$ cat config.mk
export PLATFORM = sky130hd
export DESIGN_NAME = sleep_queue_time_ordered
export DESIGN_NICKNAME = d
export VERILOG_FILES = /design/src/rtl/core/sqto_pkg.sv /design/src/rtl/core/sleep_queue_time_ordered.sv /design/src/rtl/core/sqto_ctrl.sv /design/src/rtl/core/sqto_dp.sv
export SDC_FILE = /design/constraint.sdc
export NUM_CORES = 1
export LEC_CHECK = 0
export BUFFER_PORTS_ARGS = -buffer_cell sky130_fd_sc_hd__buf_2
export CAP_MARGIN = 20
export CORE_UTILIZATION = 45
export CTS_CLUSTER_DIAMETER = 30
export CTS_CLUSTER_SIZE = 20
export DETAILED_ROUTE_END_ITERATION = 6
export GPL_ROUTABILITY_DRIVEN = 0
export GPL_TIMING_DRIVEN = 0
export PLACE_DENSITY_LB_ADDON = 0.25
export SYNTH_ARGS = -nofsm -noshare
export SYNTH_HDL_FRONTEND = slang
export SYNTH_HIERARCHICAL = 1
export SYNTH_SLANG_ARGS = --single-unit
$ cat constraint.sdc
create_clock -name clk_i -period 14.5 [get_ports clk_i]
set_clock_uncertainty 0.1 [all_clocks]
set_input_delay 1.45 -clock clk_i [delete_from_list [all_inputs] [get_ports clk_i]]
set_output_delay 1.45 -clock clk_i [all_outputs]
set_load 0.05 [all_outputs]
$ cat src/rtl/core/sqto_pkg.sv
package sqto_pkg;

  localparam int unsigned QueueDepth = 8;
  localparam int unsigned IdxW       = $clog2(QueueDepth);
  localparam int unsigned PosW       = 3;
  localparam int unsigned CmpW       = (IdxW > PosW) ? IdxW : PosW;
  localparam int unsigned IdW        = 8;
  localparam int unsigned PriW       = 8;
  localparam int unsigned TimeW      = 31;
  localparam int unsigned StW        = 3;
  localparam int unsigned CntOutW    = 3;
  localparam int unsigned SDataW     = 56;
  localparam int unsigned MDataW     = 24;

  typedef enum logic [1:0] {
    OP_PUSH   = 2'd0,
    OP_POP    = 2'd1,
    OP_CHANGE = 2'd2,
    OP_REMOVE = 2'd3
  } opcode_e;

  typedef enum logic [2:0] {
    ST_OK       = 3'd0,
    ST_FULL     = 3'd1,
    ST_EMPTY    = 3'd2,
    ST_MISMATCH = 3'd3,
    ST_BADPOS   = 3'd4
  } status_e;

  typedef enum logic [2:0] {
    S_IDLE,
    S_EVAL,
    S_PUSH_WALK,
    S_REM_WALK,
    S_RESP
  } state_e;

  typedef enum logic [1:0] {
    RD_REQ,
    RD_BELOW,
    RD_ABOVE
  } rd_sel_e;

  typedef struct packed {
    logic [TimeW-1:0] wake_time;
    logic [PriW-1:0]  priority_val;
    logic [IdW-1:0]   task_id;
  } entry_t;

  typedef struct packed {
    logic    start;
    rd_sel_e rd_sel;
    logic    set_st;
    status_e st;
    logic    init_push;
    logic    init_rem;
    logic    write_pri;
    logic    shift_up;
    logic    place;
    logic    shift_down;
    logic    shrink;
    logic    emit;
  } dp_cmd_t;

  typedef struct packed {
    opcode_e op;
    logic    full;
    logic    empty;
    logic    bad_pos;
    logic    id_match;
    logic    push_stop;
    logic    rem_stop;
    logic    out_free;
  } dp_stat_t;

endpackage

$ cat src/rtl/core/sleep_queue_time_ordered.sv
// Sleep queue of task entries kept in ascending wake-time order.
// Input beats on s_axis: tuser carries the opcode (push, pop head, change
// priority at a position, remove at a position); tdata carries task id,
// priority, wake time and position. Every beat yields one output beat on
// m_axis with the removed id and priority, a status code and the entry count.
// The queue holds up to QUEUE_DEPTH-1 entries; equal times keep arrival order.
// One item at a time: s_axis_tready is high only while the controller idles.
// An item that fails or is a change goes from evaluation straight to its
// result; push, pop and remove first run the insert or compaction walk,
// which moves one entry per cycle through a single entry read port.
// Results sit in an output register; a stalled m_axis holds the beat, and the
// next item can be accepted meanwhile but completes only once that slot frees.
// Reset empties the queue and drops any pending result; entry storage itself
// is not cleared.
module sleep_queue_time_ordered (
  input  logic                        clk_i,
  input  logic                        rst_ni,
  input  logic                        s_axis_tvalid,
  output logic                        s_axis_tready,
  // [7:0] task_id, [15:8] priority_req, [46:16] wake_time, [49:47] position
  input  logic [sqto_pkg::SDataW-1:0] s_axis_tdata,
  // [1:0] opcode
  input  logic [1:0]                  s_axis_tuser,
  output logic                        m_axis_tvalid,
  input  logic                        m_axis_tready,
  // [7:0] out_task_id, [15:8] out_priority, [18:16] status, [21:19] entry_count
  output logic [sqto_pkg::MDataW-1:0] m_axis_tdata
);
  import sqto_pkg::*;

  dp_cmd_t  cmd;
  dp_stat_t stat;

  sqto_ctrl u_ctrl (
    .clk_i     (clk_i),
    .rst_ni    (rst_ni),
    .s_valid_i (s_axis_tvalid),
    .s_ready_o (s_axis_tready),
    .stat_i    (stat),
    .cmd_o     (cmd)
  );

  sqto_dp u_dp (
    .clk_i      (clk_i),
    .rst_ni     (rst_ni),
    .s_opcode_i (s_axis_tuser),
    .s_data_i   (s_axis_tdata),
    .m_ready_i  (m_axis_tready),
    .m_valid_o  (m_axis_tvalid),
    .m_data_o   (m_axis_tdata),
    .cmd_i      (cmd),
    .stat_o     (stat)
  );

endmodule

$ cat src/rtl/core/sqto_ctrl.sv
module sqto_ctrl (
  input  logic              clk_i,
  input  logic              rst_ni,
  input  logic              s_valid_i,
  output logic              s_ready_o,
  input  sqto_pkg::dp_stat_t stat_i,
  output sqto_pkg::dp_cmd_t  cmd_o
);
  import sqto_pkg::*;

  state_e state_q, state_d;

  always_ff @(posedge clk_i or negedge rst_ni) begin
    if (!rst_ni) begin
      state_q <= S_IDLE;
    end else begin
      state_q <= state_d;
    end
  end

  always_comb begin
    state_d = state_q;
    unique case (state_q)
      S_IDLE: begin
        if (s_valid_i) state_d = S_EVAL;
      end
      S_EVAL: begin
        unique case (stat_i.op)
          OP_PUSH:   state_d = stat_i.full ? S_RESP : S_PUSH_WALK;
          OP_POP:    state_d = stat_i.empty ? S_RESP : S_REM_WALK;
          OP_CHANGE: state_d = S_RESP;
          OP_REMOVE: state_d = (stat_i.empty || stat_i.bad_pos) ? S_RESP : S_REM_WALK;
          default:   state_d = S_RESP;
        endcase
      end
      S_PUSH_WALK: begin
        if (stat_i.push_stop) state_d = S_RESP;
      end
      S_REM_WALK: begin
        if (stat_i.rem_stop) state_d = S_RESP;
      end
      S_RESP: begin
        if (stat_i.out_free) state_d = S_IDLE;
      end
      default: state_d = S_IDLE;
    endcase
  end

  always_comb begin
    cmd_o     = '0;
    cmd_o.st  = ST_OK;
    cmd_o.rd_sel = RD_REQ;
    s_ready_o = 1'b0;
    unique case (state_q)
      S_IDLE: begin
        s_ready_o   = 1'b1;
        cmd_o.start = s_valid_i;
      end
      S_EVAL: begin
        unique case (stat_i.op)
          OP_PUSH: begin
            if (stat_i.full) begin
              cmd_o.set_st = 1'b1;
              cmd_o.st     = ST_FULL;
            end else begin
              cmd_o.init_push = 1'b1;
            end
          end
          OP_POP: begin
            if (stat_i.empty) begin
              cmd_o.set_st = 1'b1;
              cmd_o.st     = ST_EMPTY;
            end else begin
              cmd_o.init_rem = 1'b1;
            end
          end
          OP_CHANGE: begin
            if (stat_i.bad_pos) begin
              cmd_o.set_st = 1'b1;
              cmd_o.st     = ST_BADPOS;
            end else if (!stat_i.id_match) begin
              cmd_o.set_st = 1'b1;
              cmd_o.st     = ST_MISMATCH;
            end else begin
              cmd_o.write_pri = 1'b1;
            end
          end
          OP_REMOVE: begin
            if (stat_i.empty) begin
              cmd_o.set_st = 1'b1;
              cmd_o.st     = ST_EMPTY;
            end else if (stat_i.bad_pos) begin
              cmd_o.set_st = 1'b1;
              cmd_o.st     = ST_BADPOS;
            end else begin
              cmd_o.init_rem = 1'b1;
            end
          end
          default: ;
        endcase
      end
      S_PUSH_WALK: begin
        cmd_o.rd_sel = RD_BELOW;
        if (stat_i.push_stop) cmd_o.place = 1'b1;
        else                  cmd_o.shift_up = 1'b1;
      end
      S_REM_WALK: begin
        cmd_o.rd_sel = RD_ABOVE;
        if (stat_i.rem_stop) cmd_o.shrink = 1'b1;
        else                 cmd_o.shift_down = 1'b1;
      end
      S_RESP: begin
        cmd_o.emit = stat_i.out_free;
      end
      default: ;
    endcase
  end

endmodule

$ cat src/rtl/core/sqto_dp.sv
module sqto_dp (
  input  logic                        clk_i,
  input  logic                        rst_ni,
  input  logic [1:0]                  s_opcode_i,
  input  logic [sqto_pkg::SDataW-1:0] s_data_i,
  input  logic                        m_ready_i,
  output logic                        m_valid_o,
  output logic [sqto_pkg::MDataW-1:0] m_data_o,
  input  sqto_pkg::dp_cmd_t           cmd_i,
  output sqto_pkg::dp_stat_t          stat_o
);
  import sqto_pkg::*;

  entry_t               ent_q [QueueDepth];
  logic [IdxW-1:0]      cnt_q, cnt_d;
  logic [IdxW-1:0]      k_q, k_d;
  opcode_e              op_q;
  logic [IdW-1:0]       id_q;
  logic [PriW-1:0]      pri_q;
  logic [TimeW-1:0]     tm_q;
  logic [PosW-1:0]      pos_q;
  status_e              st_q;
  logic [IdW-1:0]       oid_q;
  logic [PriW-1:0]      opr_q;
  logic                 m_valid_q;
  logic [MDataW-1:0]    m_data_q;
  logic [IdxW-1:0]      req_idx;
  logic [IdxW-1:0]      rd_idx;
  entry_t               rd_ent;
  logic [IdxW-1:0]      k_up;

  assign req_idx = (op_q == OP_POP) ? '0 : IdxW'(pos_q);
  assign k_up    = k_q + IdxW'(1);

  always_comb begin
    case (cmd_i.rd_sel)
      RD_BELOW: rd_idx = k_q - IdxW'(1);
      RD_ABOVE: rd_idx = k_up;
      default:  rd_idx = req_idx;
    endcase
  end

  assign rd_ent = ent_q[rd_idx];

  always_comb begin
    stat_o.op        = op_q;
    stat_o.full      = (cnt_q == IdxW'(QueueDepth - 1));
    stat_o.empty     = (cnt_q == '0);
    stat_o.bad_pos   = (CmpW'(pos_q) >= CmpW'(cnt_q));
    stat_o.id_match  = (rd_ent.task_id == id_q);
    stat_o.push_stop = (k_q == '0) || !(rd_ent.wake_time > tm_q);
    stat_o.rem_stop  = ((CmpW + 1)'(k_q) + (CmpW + 1)'(1) >= (CmpW + 1)'(cnt_q));
    stat_o.out_free  = !m_valid_q || m_ready_i;
  end

  always_ff @(posedge clk_i) begin
    if (cmd_i.shift_up || cmd_i.shift_down) begin
      ent_q[k_q] <= rd_ent;
    end
    if (cmd_i.place) begin
      ent_q[k_q] <= '{wake_time: tm_q, priority_val: pri_q, task_id: id_q};
    end
    if (cmd_i.write_pri) begin
      ent_q[req_idx].priority_val <= pri_q;
    end
  end

  always_ff @(posedge clk_i) begin
    if (cmd_i.start) begin
      op_q  <= opcode_e'(s_opcode_i);
      id_q  <= s_data_i[7:0];
      pri_q <= s_data_i[15:8];
      tm_q  <= s_data_i[46:16];
      pos_q <= s_data_i[49:47];
      st_q  <= ST_OK;
      oid_q <= '0;
      opr_q <= '0;
    end else begin
      if (cmd_i.set_st) st_q <= cmd_i.st;
      if (cmd_i.init_rem) begin
        oid_q <= rd_ent.task_id;
        opr_q <= rd_ent.priority_val;
      end
    end
  end

  always_comb begin
    cnt_d = cnt_q;
    k_d   = k_q;
    if (cmd_i.init_push) k_d = cnt_q;
    if (cmd_i.init_rem)  k_d = req_idx;
    if (cmd_i.shift_up)  k_d = k_q - IdxW'(1);
    if (cmd_i.shift_down) k_d = k_up;
    if (cmd_i.place)     cnt_d = cnt_q + IdxW'(1);
    if (cmd_i.shrink)    cnt_d = cnt_q - IdxW'(1);
  end

  always_ff @(posedge clk_i or negedge rst_ni) begin
    if (!rst_ni) begin
      cnt_q     <= '0;
      k_q       <= '0;
      m_valid_q <= 1'b0;
    end else begin
      cnt_q <= cnt_d;
      k_q   <= k_d;
      if (cmd_i.emit) begin
        m_valid_q <= 1'b1;
      end else if (m_ready_i) begin
        m_valid_q <= 1'b0;
      end
    end
  end

  always_ff @(posedge clk_i) begin
    if (cmd_i.emit) begin
      m_data_q <= {2'b00, CntOutW'(cnt_q), st_q, opr_q, oid_q};
    end
  end

  assign m_valid_o = m_valid_q;
  assign m_data_o  = m_data_q;

endmodule
==> results of run 1 <==
critical path, cell delays in order, from the launching register on:
cell and delay, ns:
sky130_fd_sc_hd__dfrtp_1 0.43, sky130_fd_sc_hd__nand2b_1 0.24, sky130_fd_sc_hd__nor2_1 0.18, sky130_fd_sc_hd__inv_1 0.06, sky130_fd_sc_hd__ha_1 0.27, sky130_fd_sc_hd__buf_4 0.16
sky130_fd_sc_hd__nand2_2 0.09, sky130_fd_sc_hd__o22ai_1 0.68, sky130_fd_sc_hd__clkbuf_1 0.58, sky130_fd_sc_hd__clkbuf_1 0.62, sky130_fd_sc_hd__nand2_1 0.12, sky130_fd_sc_hd__nand3_1 0.10
sky130_fd_sc_hd__nand3_1 0.09, sky130_fd_sc_hd__o21ai_0 0.17, sky130_fd_sc_hd__ha_1 0.31, sky130_fd_sc_hd__a21o_1 0.19, sky130_fd_sc_hd__a21o_1 0.17, sky130_fd_sc_hd__a21oi_1 0.19
sky130_fd_sc_hd__nor2_1 0.07, sky130_fd_sc_hd__a211oi_1 0.28, sky130_fd_sc_hd__a21oi_1 0.16, sky130_fd_sc_hd__o31ai_1 0.69, sky130_fd_sc_hd__and3_1 0.31, sky130_fd_sc_hd__clkbuf_1 0.49
sky130_fd_sc_hd__buf_1 0.81, sky130_fd_sc_hd__buf_1 0.86, sky130_fd_sc_hd__mux2i_1 0.62
sequential cells by signal (all words and copies together), names as in the netlist:
| name | flops |
|---|---|
| u_ctrl/state_q | 3 |
| u_dp/cnt_q | 3 |
| u_dp/ent_q | 376 |
| u_dp/id_q | 8 |
| u_dp/k_q | 3 |
| u_dp/m_data_o | 22 |
| u_dp/m_valid_o | 1 |
| u_dp/oid_q | 8 |
| u_dp/op_q | 2 |
| u_dp/opr_q | 8 |
| u_dp/pos_q | 3 |
| u_dp/pri_q | 8 |
| u_dp/st_q | 3 |
| u_dp/tm_q | 31 |
synth_stat cells (all sizes together), types with 5 or more instances:
cell    number  area share [%]
clkbuf      47            0.83
o221ai       5            0.21
o21ai       45             1.1
ha          42             2.5
edfxtp     450              64
a22o        64             2.6
inv         59             1.0
dfxtp       19             1.8
nand3      165             3.9
nand2b       9            0.29
dfrtp       10             1.2
nand4        8            0.24
a31oi        6            0.18
nor2b        8            0.24
a21o         9            0.32
nand2      304             5.4
o22ai        9            0.27
buf         45             1.3
nor2        54            0.96
a211oi      10            0.38
mux2        58             3.1
or2          8            0.24
nor3        20            0.47
mux2i      103             4.9
a21oi       26            0.63
per-layer routing:
layer,GRT usage [%],part of all wire [%],vias up
li1,-,-,6544
met1,29.0,41,6950
met2,39.3,50,552
met3,4.71,6.6,104
met4,7.92,2.2,0
met5,0,0,-
cell type report:
class	instances	area share [%]
multi-input combinational	1010	24.5
clock inverter	82	3.75
inverter	59	0.840
clock buffer	112	10.1
sequential	479	53.7
tap	607	2.88
buffer	92	1.68
timing repair buffer	102	2.65
report_power, final:
part	switching (W)	total, W	internal, W
combinational	0.00128	0.00187	0.000588
clock	0.000778	0.00239	0.00162
sequential	0.0000706	0.00202	0.00195
per-stage QoR:
stage,cells,instance area (um^2),total power (W)
after global placement,2326,22400,0.00383
final,2543,26400,0.00629
after detailed placement,2346,22700,0.00390
after floorplan,1640,21200,0.00328
after global routing,2543,26400,0.00658
after CTS,2540,26300,0.00631
cells by family (layout without fill, tap and decap cells):
logic type	Yosys count	count (layout)	synth area share (%)
simple gates	592	592	12.3
flops	479	479	66.7
compound gates	204	204	6.92
mux	164	164	8.25
buf+inv	151	447	3.13
fa+ha+maj	43	43	2.57
xor+xnor	5	5	0.206
other cells	1	2	0.0177
final timing paths:
| kind | slack [ns] | to | cells past startpoint |
|---|---|---|---|
| min | 0.33 | u_dp/m_data_o[10] | 0 |
| min reg2reg | 0.33 | u_dp/m_data_o[10] | 0 |
| max in group asynchronous | 13.52 | u_ctrl/state_q[0] | 1 |
| min in group asynchronous | 0.58 | u_ctrl/state_q[2] | 1 |
| max | 5.15 | u_dp/ent_q[7][4] | 26 |
| max reg2reg | 5.15 | u_dp/ent_q[7][4] | 26 |
==> implementation parameters, run 1 <==
Parameter                              Value

Yosys
  Number of distinct standard cells referenced by the synthesized netlist    67
  Sequential fraction of the synthesis area    66.7%
  Post-synthesis sequential element count    479
  Predominant post-synthesis flop cell    sky130_fd_sc_hd__edfxtp_1
  Netlist area before placement    0.0212 mm^2
  Fraction of registers with async set/reset    2.09%
  Number of enable flip-flop cells after synthesis    450
  Mean instance size in the synthesized netlist    12.9 um^2
  Yosys warning total    6
  Synthesized netlist cell count    1639

Drt
  Total number of vias    14200
  Wirelength per Cell    21.3 um
  Number of DRC violations after detailed routing    0
  Number of optimization iterations in the first detailed-route pass    6
  Initial drt markers    1211
  Routed vias/inst    5.56
  Wire length after detailed routing    54200 um
  ANT nets after route    0

Status
  Result of the run    complete, no violations

Clocking
  TritonCTS clock tree    done
  Clock transition at the register clock pins on the worst setup and hold paths after CTS    0.05 ns
  CTS Root Buffer Type    sky130_fd_sc_hd__clkbuf_16
  Clock latency on the worst-skew pair    0.66 ns
  Maximum buffer depth of the clock tree    3
  Number of buffers added by the clock tree synthesis step    104
  # clock sinks    479
  CTS resizes    0
  Maximum level of the CTS H-tree    3
  Total of hold buffers inserted after clock tree synthesis    0
  Post-CTS setup repair buffer count    0

Timing
  Final total negative setup slack    0 ns
  Final-report hold violation count    0
  Measured slew at the worst slew-check pin    1.11 ns
  Final critical path time including I/O delays and setup    9.35 ns
  Final critical-path share of the clock period    64.5%
  Unrepaired setup endpoints after global routing    no
  Max Clk Rate    107 MHz
  Final setup fails    0
  Final setup slack of the worst path    5.15 ns
  Max transition margin    25.6%
  Slew Viols, Final    0
  Final hold slack    0.325 ns

Place
  Post-placement setup slack    5.46 ns
  IO buf count    79
  Post-detailed-placement half-perimeter wirelength    35100 um

Die
  Chip Width    219 um
  Area of the core    0.0466 mm^2
  Vert. Die Dim    219 um
  Die area    0.0480 mm^2
  Starting utilization of the core area    45.6%
  Number of top-level pins    88
  Count of standard-cell rows    79

Cells and area
  Multi-input gate area in the final layout    0.00645 mm^2
  Net count, final    1953
  Final-layout fill cell count    3749
  Area Overhead vs Synth    24.2%
  Register cell area after layout    0.0141 mm^2
  Most frequent cells in the layout    sky130_fd_sc_hd__edfxtp_1 (450), sky130_fd_sc_hd__nand2_1 (303), sky130_fd_sc_hd__nand3_1 (165), sky130_fd_sc_hd__clkbuf_16 (104), sky130_fd_sc_hd__mux2i_1 (103)
  Fraction of final layout cells with drive strength greater than 1    20.5%
  Leading cell type in the layout, fill and taps excluded    sky130_fd_sc_hd__edfxtp_1
  Antenna Diode Count    0
  End-of-flow core utilization    56.6%

GRT
  Largest net degree at the start of global routing    54
  Vias in the first global route    13900
  Global route overflow    0
  Global-route wire length before repair    81500 um
  Initial antenna violation count    0
  GR Util All Layers    23.0%

Worst setup path
  Launching element type of the critical path    register
  WP data required    14.75 ns
  Largest fanout on the critical path    10
  Data arrival time of the worst path    9.61 ns
  Category of the most critical setup path    reg -> reg
  Crit Reg-Reg Startpoint    u_ctrl/state_q[2]
  Capturing element type of the critical path    register
  Critical Path Start    u_ctrl/state_q[2]

Min path
  Worst hold-check path type    reg -> reg
  Min-delay src    u_dp/opr_q[2]

Run
  Max-cap violations    0

Power and ir drop
  P per Cell Area    239 mW/mm^2
  Maximum ir drop on the vdd rail    0.211 mV
  P_leak    10.1 nW
No activity file was read; power rests on OpenSTA's default activity.
==> run 2: changes to the inputs <==
==> constraint.sdc (replaced) <==
create_clock -name clk_i -period 8.4 [get_ports clk_i]
set_clock_uncertainty 0.1 [all_clocks]
set_input_delay 0.84 -clock clk_i [delete_from_list [all_inputs] [get_ports clk_i]]
set_output_delay 0.84 -clock clk_i [all_outputs]
set_load 0.05 [all_outputs]
==> run 2 against run 1 <==
Effect of this change:
- register-to-register slack worse by 4.7 ns
- via count is 0.20% lower
- global-route usage hardly changed
- core utilization is 0.22 points higher
- setup slack worse by 4.7 ns
- critical endpoint is now u_dp/ent_q[3][0]
- clock-buffer cell count stayed put
- largest cell class unchanged
- critical path type unchanged
==> implementation parameters, run 2 (synthesized netlist as in run 1, its figures left out) <==
Parameter                              Value

Clocking
  Maximum level of the CTS H-tree    3 (unchanged)
  CTS Root Buffer Type    sky130_fd_sc_hd__clkbuf_16 (unchanged)
  TritonCTS clock tree    done (unchanged)
  Clock transition at the register clock pins on the worst setup and hold paths after CTS    0.05 ns (about the same)
  Clock latency on the worst-skew pair    0.65 ns (was 0.66 ns)
  # clock sinks    479 (unchanged)
  Maximum buffer depth of the clock tree    3 (unchanged)
  Number of buffers added by the clock tree synthesis step    104 (unchanged)

Drt
  Number of optimization iterations in the first detailed-route pass    5 (was 6)
  Routed vias/inst    5.55 (was 5.56)
  Number of DRC violations after detailed routing    0 (unchanged)
  Total number of vias    14100 (was 14200)
  Wirelength per Cell    21.3 um (about the same)
  Initial drt markers    1285 (was 1211)
  Wire length after detailed routing    54200 um (about the same)
  ANT nets after route    0 (unchanged)

Cells and area
  Max FFs per register    376 (unchanged)
  Leading cell type in the layout, fill and taps excluded    sky130_fd_sc_hd__edfxtp_1 (unchanged)
  Area Overhead vs Synth    24.7% (was 24.2%)
  Final non-filler cell total    2545 (was 2543)
  Register with the most flip-flops    u_dp/ent_q (unchanged)
  Most frequent cells in the layout    sky130_fd_sc_hd__edfxtp_1 (450), sky130_fd_sc_hd__nand2_1 (303), sky130_fd_sc_hd__nand3_1 (165), sky130_fd_sc_hd__clkbuf_16 (104), sky130_fd_sc_hd__buf_2 (104) (was sky130_fd_sc_hd__edfxtp_1 (450), sky130_fd_sc_hd__nand2_1 (303), sky130_fd_sc_hd__nand3_1 (165), sky130_fd_sc_hd__clkbuf_16 (104), sky130_fd_sc_hd__mux2i_1 (103))
  Antenna Diode Count    0 (unchanged)
  Fraction of final layout cells with drive strength greater than 1    21.5% (was 20.5%)
  Net count, final    1955 (was 1953)

Worst setup path
  Category of the most critical setup path    reg -> reg (unchanged)
  Internal reg-to-reg setup slack    0.42 ns (was 5.15 ns)
  R2r worst-path depth    28 (was 26)
  Crit-path most repeated cell    sky130_fd_sc_hd__buf_4 (was sky130_fd_sc_hd__clkbuf_1)
  Launching element type of the critical path    register (unchanged)
  Capturing element type of the critical path    register (unchanged)
  Reg2reg end    u_dp/ent_q[3][0] (was u_dp/ent_q[7][4])
  Highest-delay cell along the critical path    sky130_fd_sc_hd__clkdlybuf4s15_2 (was sky130_fd_sc_hd__buf_1)
  WP data required    8.67 ns (was 14.75 ns)
  Largest fanout on the critical path    10 (unchanged)
  CP delay by family, top    buffers and inverters (unchanged)
  Sum of buffers and inverters on the critical path    10 (was 7)
  Crit Reg-Reg Startpoint    u_ctrl/state_q[2] (unchanged)
  Data arrival time of the worst path    8.25 ns (was 9.61 ns)
  Delay of the slowest critical-path stage    0.60 ns (was 0.86 ns)

Die
  Chip Width    219 um (unchanged)
  Starting utilization of the core area    45.6% (unchanged)
  Vert. Die Dim    219 um (unchanged)
  Area of the core    0.0466 mm^2 (unchanged)
  Die area    0.0480 mm^2 (unchanged)
  Number of top-level pins    88 (unchanged)
  Count of standard-cell rows    79 (unchanged)

GRT
  Global route overflow    0 (unchanged)
  Initial antenna violation count    0 (unchanged)
  Global-route wire length before repair    81600 um (was 81500 um)
  Vias in the first global route    13900 (about the same)
  GR Util All Layers    23.0% (about the same)
  Largest net degree at the start of global routing    54 (unchanged)

Timing
  Measured slew at the worst slew-check pin    1.12 ns (was 1.11 ns)
  Final setup fails    0 (unchanged)
  Max transition margin    24.6% (was 25.6%)
  Final-report hold violation count    0 (unchanged)
  Final critical-path share of the clock period    95.0% (was 64.5%)
  Max Clk Rate    125 MHz (was 107 MHz)
  Unrepaired setup endpoints after global routing    no (unchanged)
  Final setup slack of the worst path    0.417 ns (was 5.15 ns)
  Slew Viols, Final    0 (unchanged)
  Final critical path time including I/O delays and setup    7.98 ns (was 9.35 ns)

Place
  Post-placement setup slack    -0.635 ns (was 5.46 ns)
  Cell Count Post-Placement    2346 (unchanged)
  IO buf count    79 (unchanged)
  Post-detailed-placement half-perimeter wirelength    35100 um (unchanged)

Power and ir drop
  P_leak    10.2 nW (was 10.1 nW)
  P per Cell Area    412 mW/mm^2 (was 239 mW/mm^2)
  Maximum ir drop on the vdd rail    0.365 mV (was 0.211 mV)

Min path
  Destination of the worst hold path    u_dp/tm_q[28] (was u_dp/m_data_o[10])
  Number of instances on the worst hold path    1 (was 0)
  Min-delay src    s_axis_tdata[44] (was u_dp/opr_q[2])
  Worst hold-check path type    in -> reg (was reg -> reg)

Status
  Result of the run    complete, no violations (unchanged)

Run
  Max-cap violations    0 (unchanged)
run 2: changes by cell type in the layout (fill, tap and decap cells not counted), sizes merged:
cell,delta
clkdlybuf4s15,+2
buf,-1
dlygate4sd3,+1
run 2: through the flow:
step                utilization [%]  total power, W  hold slack, ns  TNS, ns  instance area (um^2)
finish                         56.8          0.0109           0.264        0                 26500
global route                   56.8          0.0114           0.238        0                 26500
CTS                            56.7          0.0109           0.238        0                 26400
detailed placement             48.8         0.00672           0.319  -105.64                 22700
global placement               48.1         0.00661           0.317  -965.70                 22400
floorplan                         -         0.00566           0.308        0                 21200
run 2: worst max path at each step:
stage,startpoint,endpoint,cells after the start
after floorplan,u_ctrl/state_q[2],u_dp/ent_q[0][10],28
after global placement,u_ctrl/state_q[2],u_dp/ent_q[1][15],26
after detailed placement,u_ctrl/state_q[2],u_dp/ent_q[6][4],26
after CTS,u_ctrl/state_q[2],u_dp/ent_q[0][15],31
final,u_ctrl/state_q[2],u_dp/ent_q[3][0],28
after global routing,u_ctrl/state_q[2],u_dp/ent_q[4][6],29
run 2: where the power goes:
group          leakage [nW]  internal, W  switching [W]  total (W)
logic                  4.01      0.00104        0.00223    0.00327
clock network          1.75      0.00279        0.00135    0.00414
registers              4.45      0.00337       0.000123    0.00349
run 2: cell type report:
cell class | count | area, um^2
Multi-Input combinational cell | 1010 | 6510
Fill cell | 3743 | 20100
Timing Repair Buffer | 105 | 724
Sequential cell | 479 | 14100
Tap cell | 607 | 759
Clock buffer | 112 | 2650
Clock inverter | 82 | 987
Buffer | 91 | 467
Inverter | 59 | 221
run 2: per-layer routing:
metal / global-route usage, % / share of wire (%) / wire length [um] / vias to the layer above
li1: - / - / - / 6553
met1: 28.9 / 41 / 22300 / 6930
met2: 39.6 / 50 / 27200 / 542
met3: 4.85 / 6.6 / 3570 / 96
met4: 7.48 / 2.1 / 1170 / 0
met5: 0 / 0 / 0 / -
run 2: timing repair:
item,CTS,global route
pin swaps,0,2
gates resized for setup,14,12
cloned,0,0
endpoints found under the setup margin,354,349
setup buffers,0,2
endpoints found under the hold margin,10,0
hold buffers,1,0
==> run 3: changes to the inputs <==
--- a/config.mk
+++ b/config.mk
@@ -13,7 +13,7 @@
 export DETAILED_ROUTE_END_ITERATION = 6
 export GPL_ROUTABILITY_DRIVEN = 0
 export GPL_TIMING_DRIVEN = 0
-export PLACE_DENSITY_LB_ADDON = 0.25
+export PLACE_DENSITY = 0.71
 export SYNTH_ARGS = -nofsm -noshare
 export SYNTH_HDL_FRONTEND = slang
 export SYNTH_HIERARCHICAL = 1
==> run 3 against run 2 <==
Effect of this change:
- core utilization decreased by 0.68 points
- critical path type unchanged
- maximum frequency decreased by 1.9%
- combinational power about the same
- non-clock buffer count increased by 2
- design area decreased by 1.2%
==> implementation parameters, run 3 (synthesized netlist as in run 1, its figures left out) <==
Parameter                              Value

Power and ir drop
  Maximum ir drop on the vdd rail    0.321 mV (was 0.365 mV)
  Switching power    0.00361 W (was 0.00370 W)
  Sw frac    34.1% (was 34.0%)
  P_leak    10.1 nW (was 10.2 nW)
  P per Cell Area    405 mW/mm^2 (was 412 mW/mm^2)
  Clock Power Share    36.1% (was 38.0%)
  Combinational Power Share    30.9% (was 30.0%)
  Sequential fraction of design power    33.0% (was 32.0%)
  Internal power summed over all cells    0.00698 W (was 0.00719 W)

GRT
  Initial antenna violation count    0 (unchanged)
  Vias in the first global route    14600 (was 13900)
  GR Util All Layers    23.1% (was 23.0%)
  Global-route wire length before repair    82800 um (was 81600 um)
  Global route overflow    0 (unchanged)
  Largest net degree at the start of global routing    54 (unchanged)

Worst setup path
  Data arrival time of the worst path    8.37 ns (was 8.25 ns)
  WP data required    8.63 ns (was 8.67 ns)
  Reg2reg end    u_dp/ent_q[0][0] (was u_dp/ent_q[3][0])
  Internal reg-to-reg setup slack    0.26 ns (was 0.42 ns)
  Capturing element type of the critical path    register (unchanged)
  Crit-path most repeated cell    sky130_fd_sc_hd__buf_4 (unchanged)
  Timing endpoint of the critical path    u_dp/ent_q[0][0] (was u_dp/ent_q[3][0])
  Category of the most critical setup path    reg -> reg (unchanged)
  Delay of the slowest critical-path stage    0.60 ns (about the same)
  Highest-delay cell along the critical path    sky130_fd_sc_hd__clkdlybuf4s15_2 (unchanged)
  Largest fanout on the critical path    10 (unchanged)
  Crit Reg-Reg Startpoint    u_ctrl/state_q[2] (unchanged)
  R2r worst-path depth    28 (unchanged)
  Critical Path Start    u_ctrl/state_q[2] (unchanged)
  Launching element type of the critical path    register (unchanged)

Die
  Starting utilization of the core area    45.6% (unchanged)
  Die area    0.0480 mm^2 (unchanged)
  Number of top-level pins    88 (unchanged)
  Vert. Die Dim    219 um (unchanged)
  Chip Width    219 um (unchanged)
  Count of standard-cell rows    79 (unchanged)
  Area of the core    0.0466 mm^2 (unchanged)

Timing
  Final total negative setup slack    0 ns (unchanged)
  Final setup slack of the worst path    0.260 ns (was 0.417 ns)
  Final critical path time including I/O delays and setup    8.14 ns (was 7.98 ns)
  Slew Viols, Final    0 (unchanged)
  Unrepaired setup endpoints after global routing    yes (was no)
  Measured slew at the worst slew-check pin    0.972 ns (was 1.12 ns)
  Final hold slack    0.299 ns (was 0.264 ns)
  Max transition margin    35.2% (was 24.6%)
  Final-report hold violation count    0 (unchanged)
  Final critical-path share of the clock period    96.9% (was 95.0%)
  Final setup fails    0 (unchanged)
  Max Clk Rate    123 MHz (was 125 MHz)

Run
  Max-cap violations    0 (unchanged)

Clocking
  TritonCTS clock tree    done (unchanged)
  CTS Root Buffer Type    sky130_fd_sc_hd__clkbuf_16 (unchanged)
  Clock latency on the worst-skew pair    0.62 ns (was 0.65 ns)
  Maximum level of the CTS H-tree    3 (unchanged)
  Number of buffers added by the clock tree synthesis step    92 (was 104)
  Maximum buffer depth of the clock tree    3 (unchanged)
  # clock sinks    479 (unchanged)
  Clock transition at the register clock pins on the worst setup and hold paths after CTS    0.05 ns (about the same)

Cells and area
  Antenna Diode Count    0 (unchanged)
  Fraction of final layout cells with drive strength greater than 1    20.4% (was 21.5%)
  Final-layout fill cell count    3632 (was 3743)
  End-of-flow core utilization    56.2% (was 56.8%)
  Net count, final    1945 (was 1955)
  Most frequent cells in the layout    sky130_fd_sc_hd__edfxtp_1 (450), sky130_fd_sc_hd__nand2_1 (303), sky130_fd_sc_hd__nand3_1 (165), sky130_fd_sc_hd__buf_2 (105), sky130_fd_sc_hd__mux2i_1 (102) (was sky130_fd_sc_hd__edfxtp_1 (450), sky130_fd_sc_hd__nand2_1 (303), sky130_fd_sc_hd__nand3_1 (165), sky130_fd_sc_hd__clkbuf_16 (104), sky130_fd_sc_hd__buf_2 (104))
  Register with the most flip-flops    u_dp/ent_q (unchanged)
  Area Overhead vs Synth    23.2% (was 24.7%)
  Max FFs per register    376 (unchanged)
  Leading cell type in the layout, fill and taps excluded    sky130_fd_sc_hd__edfxtp_1 (unchanged)
  Final non-filler cell total    2522 (was 2545)

Drt
  Wire length after detailed routing    54300 um (was 54200 um)
  Total number of vias    14600 (was 14100)
  Wirelength per Cell    21.5 um (was 21.3 um)
  ANT nets after route    0 (unchanged)
  Routed vias/inst    5.79 (was 5.55)
  Number of DRC violations after detailed routing    0 (unchanged)
  Number of optimization iterations in the first detailed-route pass    6 (was 5)
  Initial drt markers    1481 (was 1285)

Place
  IO buf count    79 (unchanged)
  Cell Count Post-Placement    2348 (was 2346)
  Post-detailed-placement half-perimeter wirelength    34800 um (was 35100 um)
  Post-placement setup slack    -0.598 ns (was -0.635 ns)

Status
  Result of the run    complete, no violations (unchanged)

Min path
  Worst hold-check path type    in -> reg (unchanged)
[run 3: cell types whose count changed in the layout (fill, tap and decap cells not counted), moves of 2 or more]
cell,before,now
sky130_fd_sc_hd__clkbuf_16,104,93
sky130_fd_sc_hd__clkinv_2,20,9
sky130_fd_sc_hd__clkinvlp_4,13,8
sky130_fd_sc_hd__inv_16,3,0
sky130_fd_sc_hd__a21oi_2,2,0
sky130_fd_sc_hd__buf_8,1,3
sky130_fd_sc_hd__clkbuf_1,45,43
sky130_fd_sc_hd__clkbuf_2,8,10
sky130_fd_sc_hd__inv_6,8,10
[run 3: worst min-delay path by stage]
stage	start	to	slack [ns]	cells after the start
finish	s_axis_tdata[16]	u_dp/tm_q[0]	0.30	1
global route	s_axis_tdata[30]	u_dp/tm_q[14]	0.27	1
CTS	s_axis_tdata[16]	u_dp/tm_q[0]	0.27	1
detailed placement	u_dp/st_q[2]	u_dp/m_data_o[18]	0.31	0
global placement	u_dp/oid_q[3]	u_dp/m_data_o[3]	0.32	0
floorplan	u_dp/opr_q[2]	u_dp/m_data_o[10]	0.31	0
[run 3: critical path: cells and delay by family, from the launching register on]
| family | cells | cell delay [ns] |
|---|---|---|
| AND/OR/NAND/NOR | 11 | 2.26 |
| adder cells (fa/ha/maj) | 2 | 0.65 |
| AO/OA/AOI/OAI | 4 | 0.76 |
| flip-flops | 1 | 0.43 |
| buffers and inverters | 10 | 3.05 |
| multiplexers | 1 | 0.56 |
[run 3: final cells by class]
cell class              count  area [um^2]  area share [%]
plain buffers              92          472            1.80
repair buffers            106          746            2.85
well taps                 607          759            2.91
flip-flops and latches    479        14100            54.1
inverters                  59          221           0.847
clock buffers              99         2360            9.03
clock inverters            70          936            3.58
multi-input cells        1010         6510            24.9
[run 3: layer usage]
metal / global-route usage [%] / wire (um) / vias up
li1: - / - / 6519
met1: 29.0 / 21400 / 7196
met2: 38.4 / 26300 / 753
met3: 5.10 / 4880 / 139
met4: 9.58 / 1790 / 0
met5: 0 / 0 / -
[run 3: power by group through the flow]
stage / Sequential [W] / Clock, W / Combinational (W)
final: 0.00349 / 0.00382 / 0.00327
after global routing: 0.00351 / 0.00399 / 0.00355
after CTS: 0.00349 / 0.00387 / 0.00321
after detailed placement: 0.00353 / 0 / 0.00316
after global placement: 0.00354 / 0 / 0.00302
after floorplan: 0.00358 / 0 / 0.00208
[run 3: repair_timing]
action | in CTS | in global routing
setup endpoints to repair | 314 | 320
pin swaps | 0 | 1
gates resized for setup | 12 | 18
hold endpoints to repair | 10 | 0
setup buffers | 0 | 1
hold buffers | 1 | 0
[run 3: through the flow]
stage | cell area [um^2] | power [W]
after floorplan | 21200 | 0.00566
after global placement | 22400 | 0.00656
after global routing | 26100 | 0.0111
after detailed placement | 22700 | 0.00669
final | 26100 | 0.0106
after CTS | 26100 | 0.0106
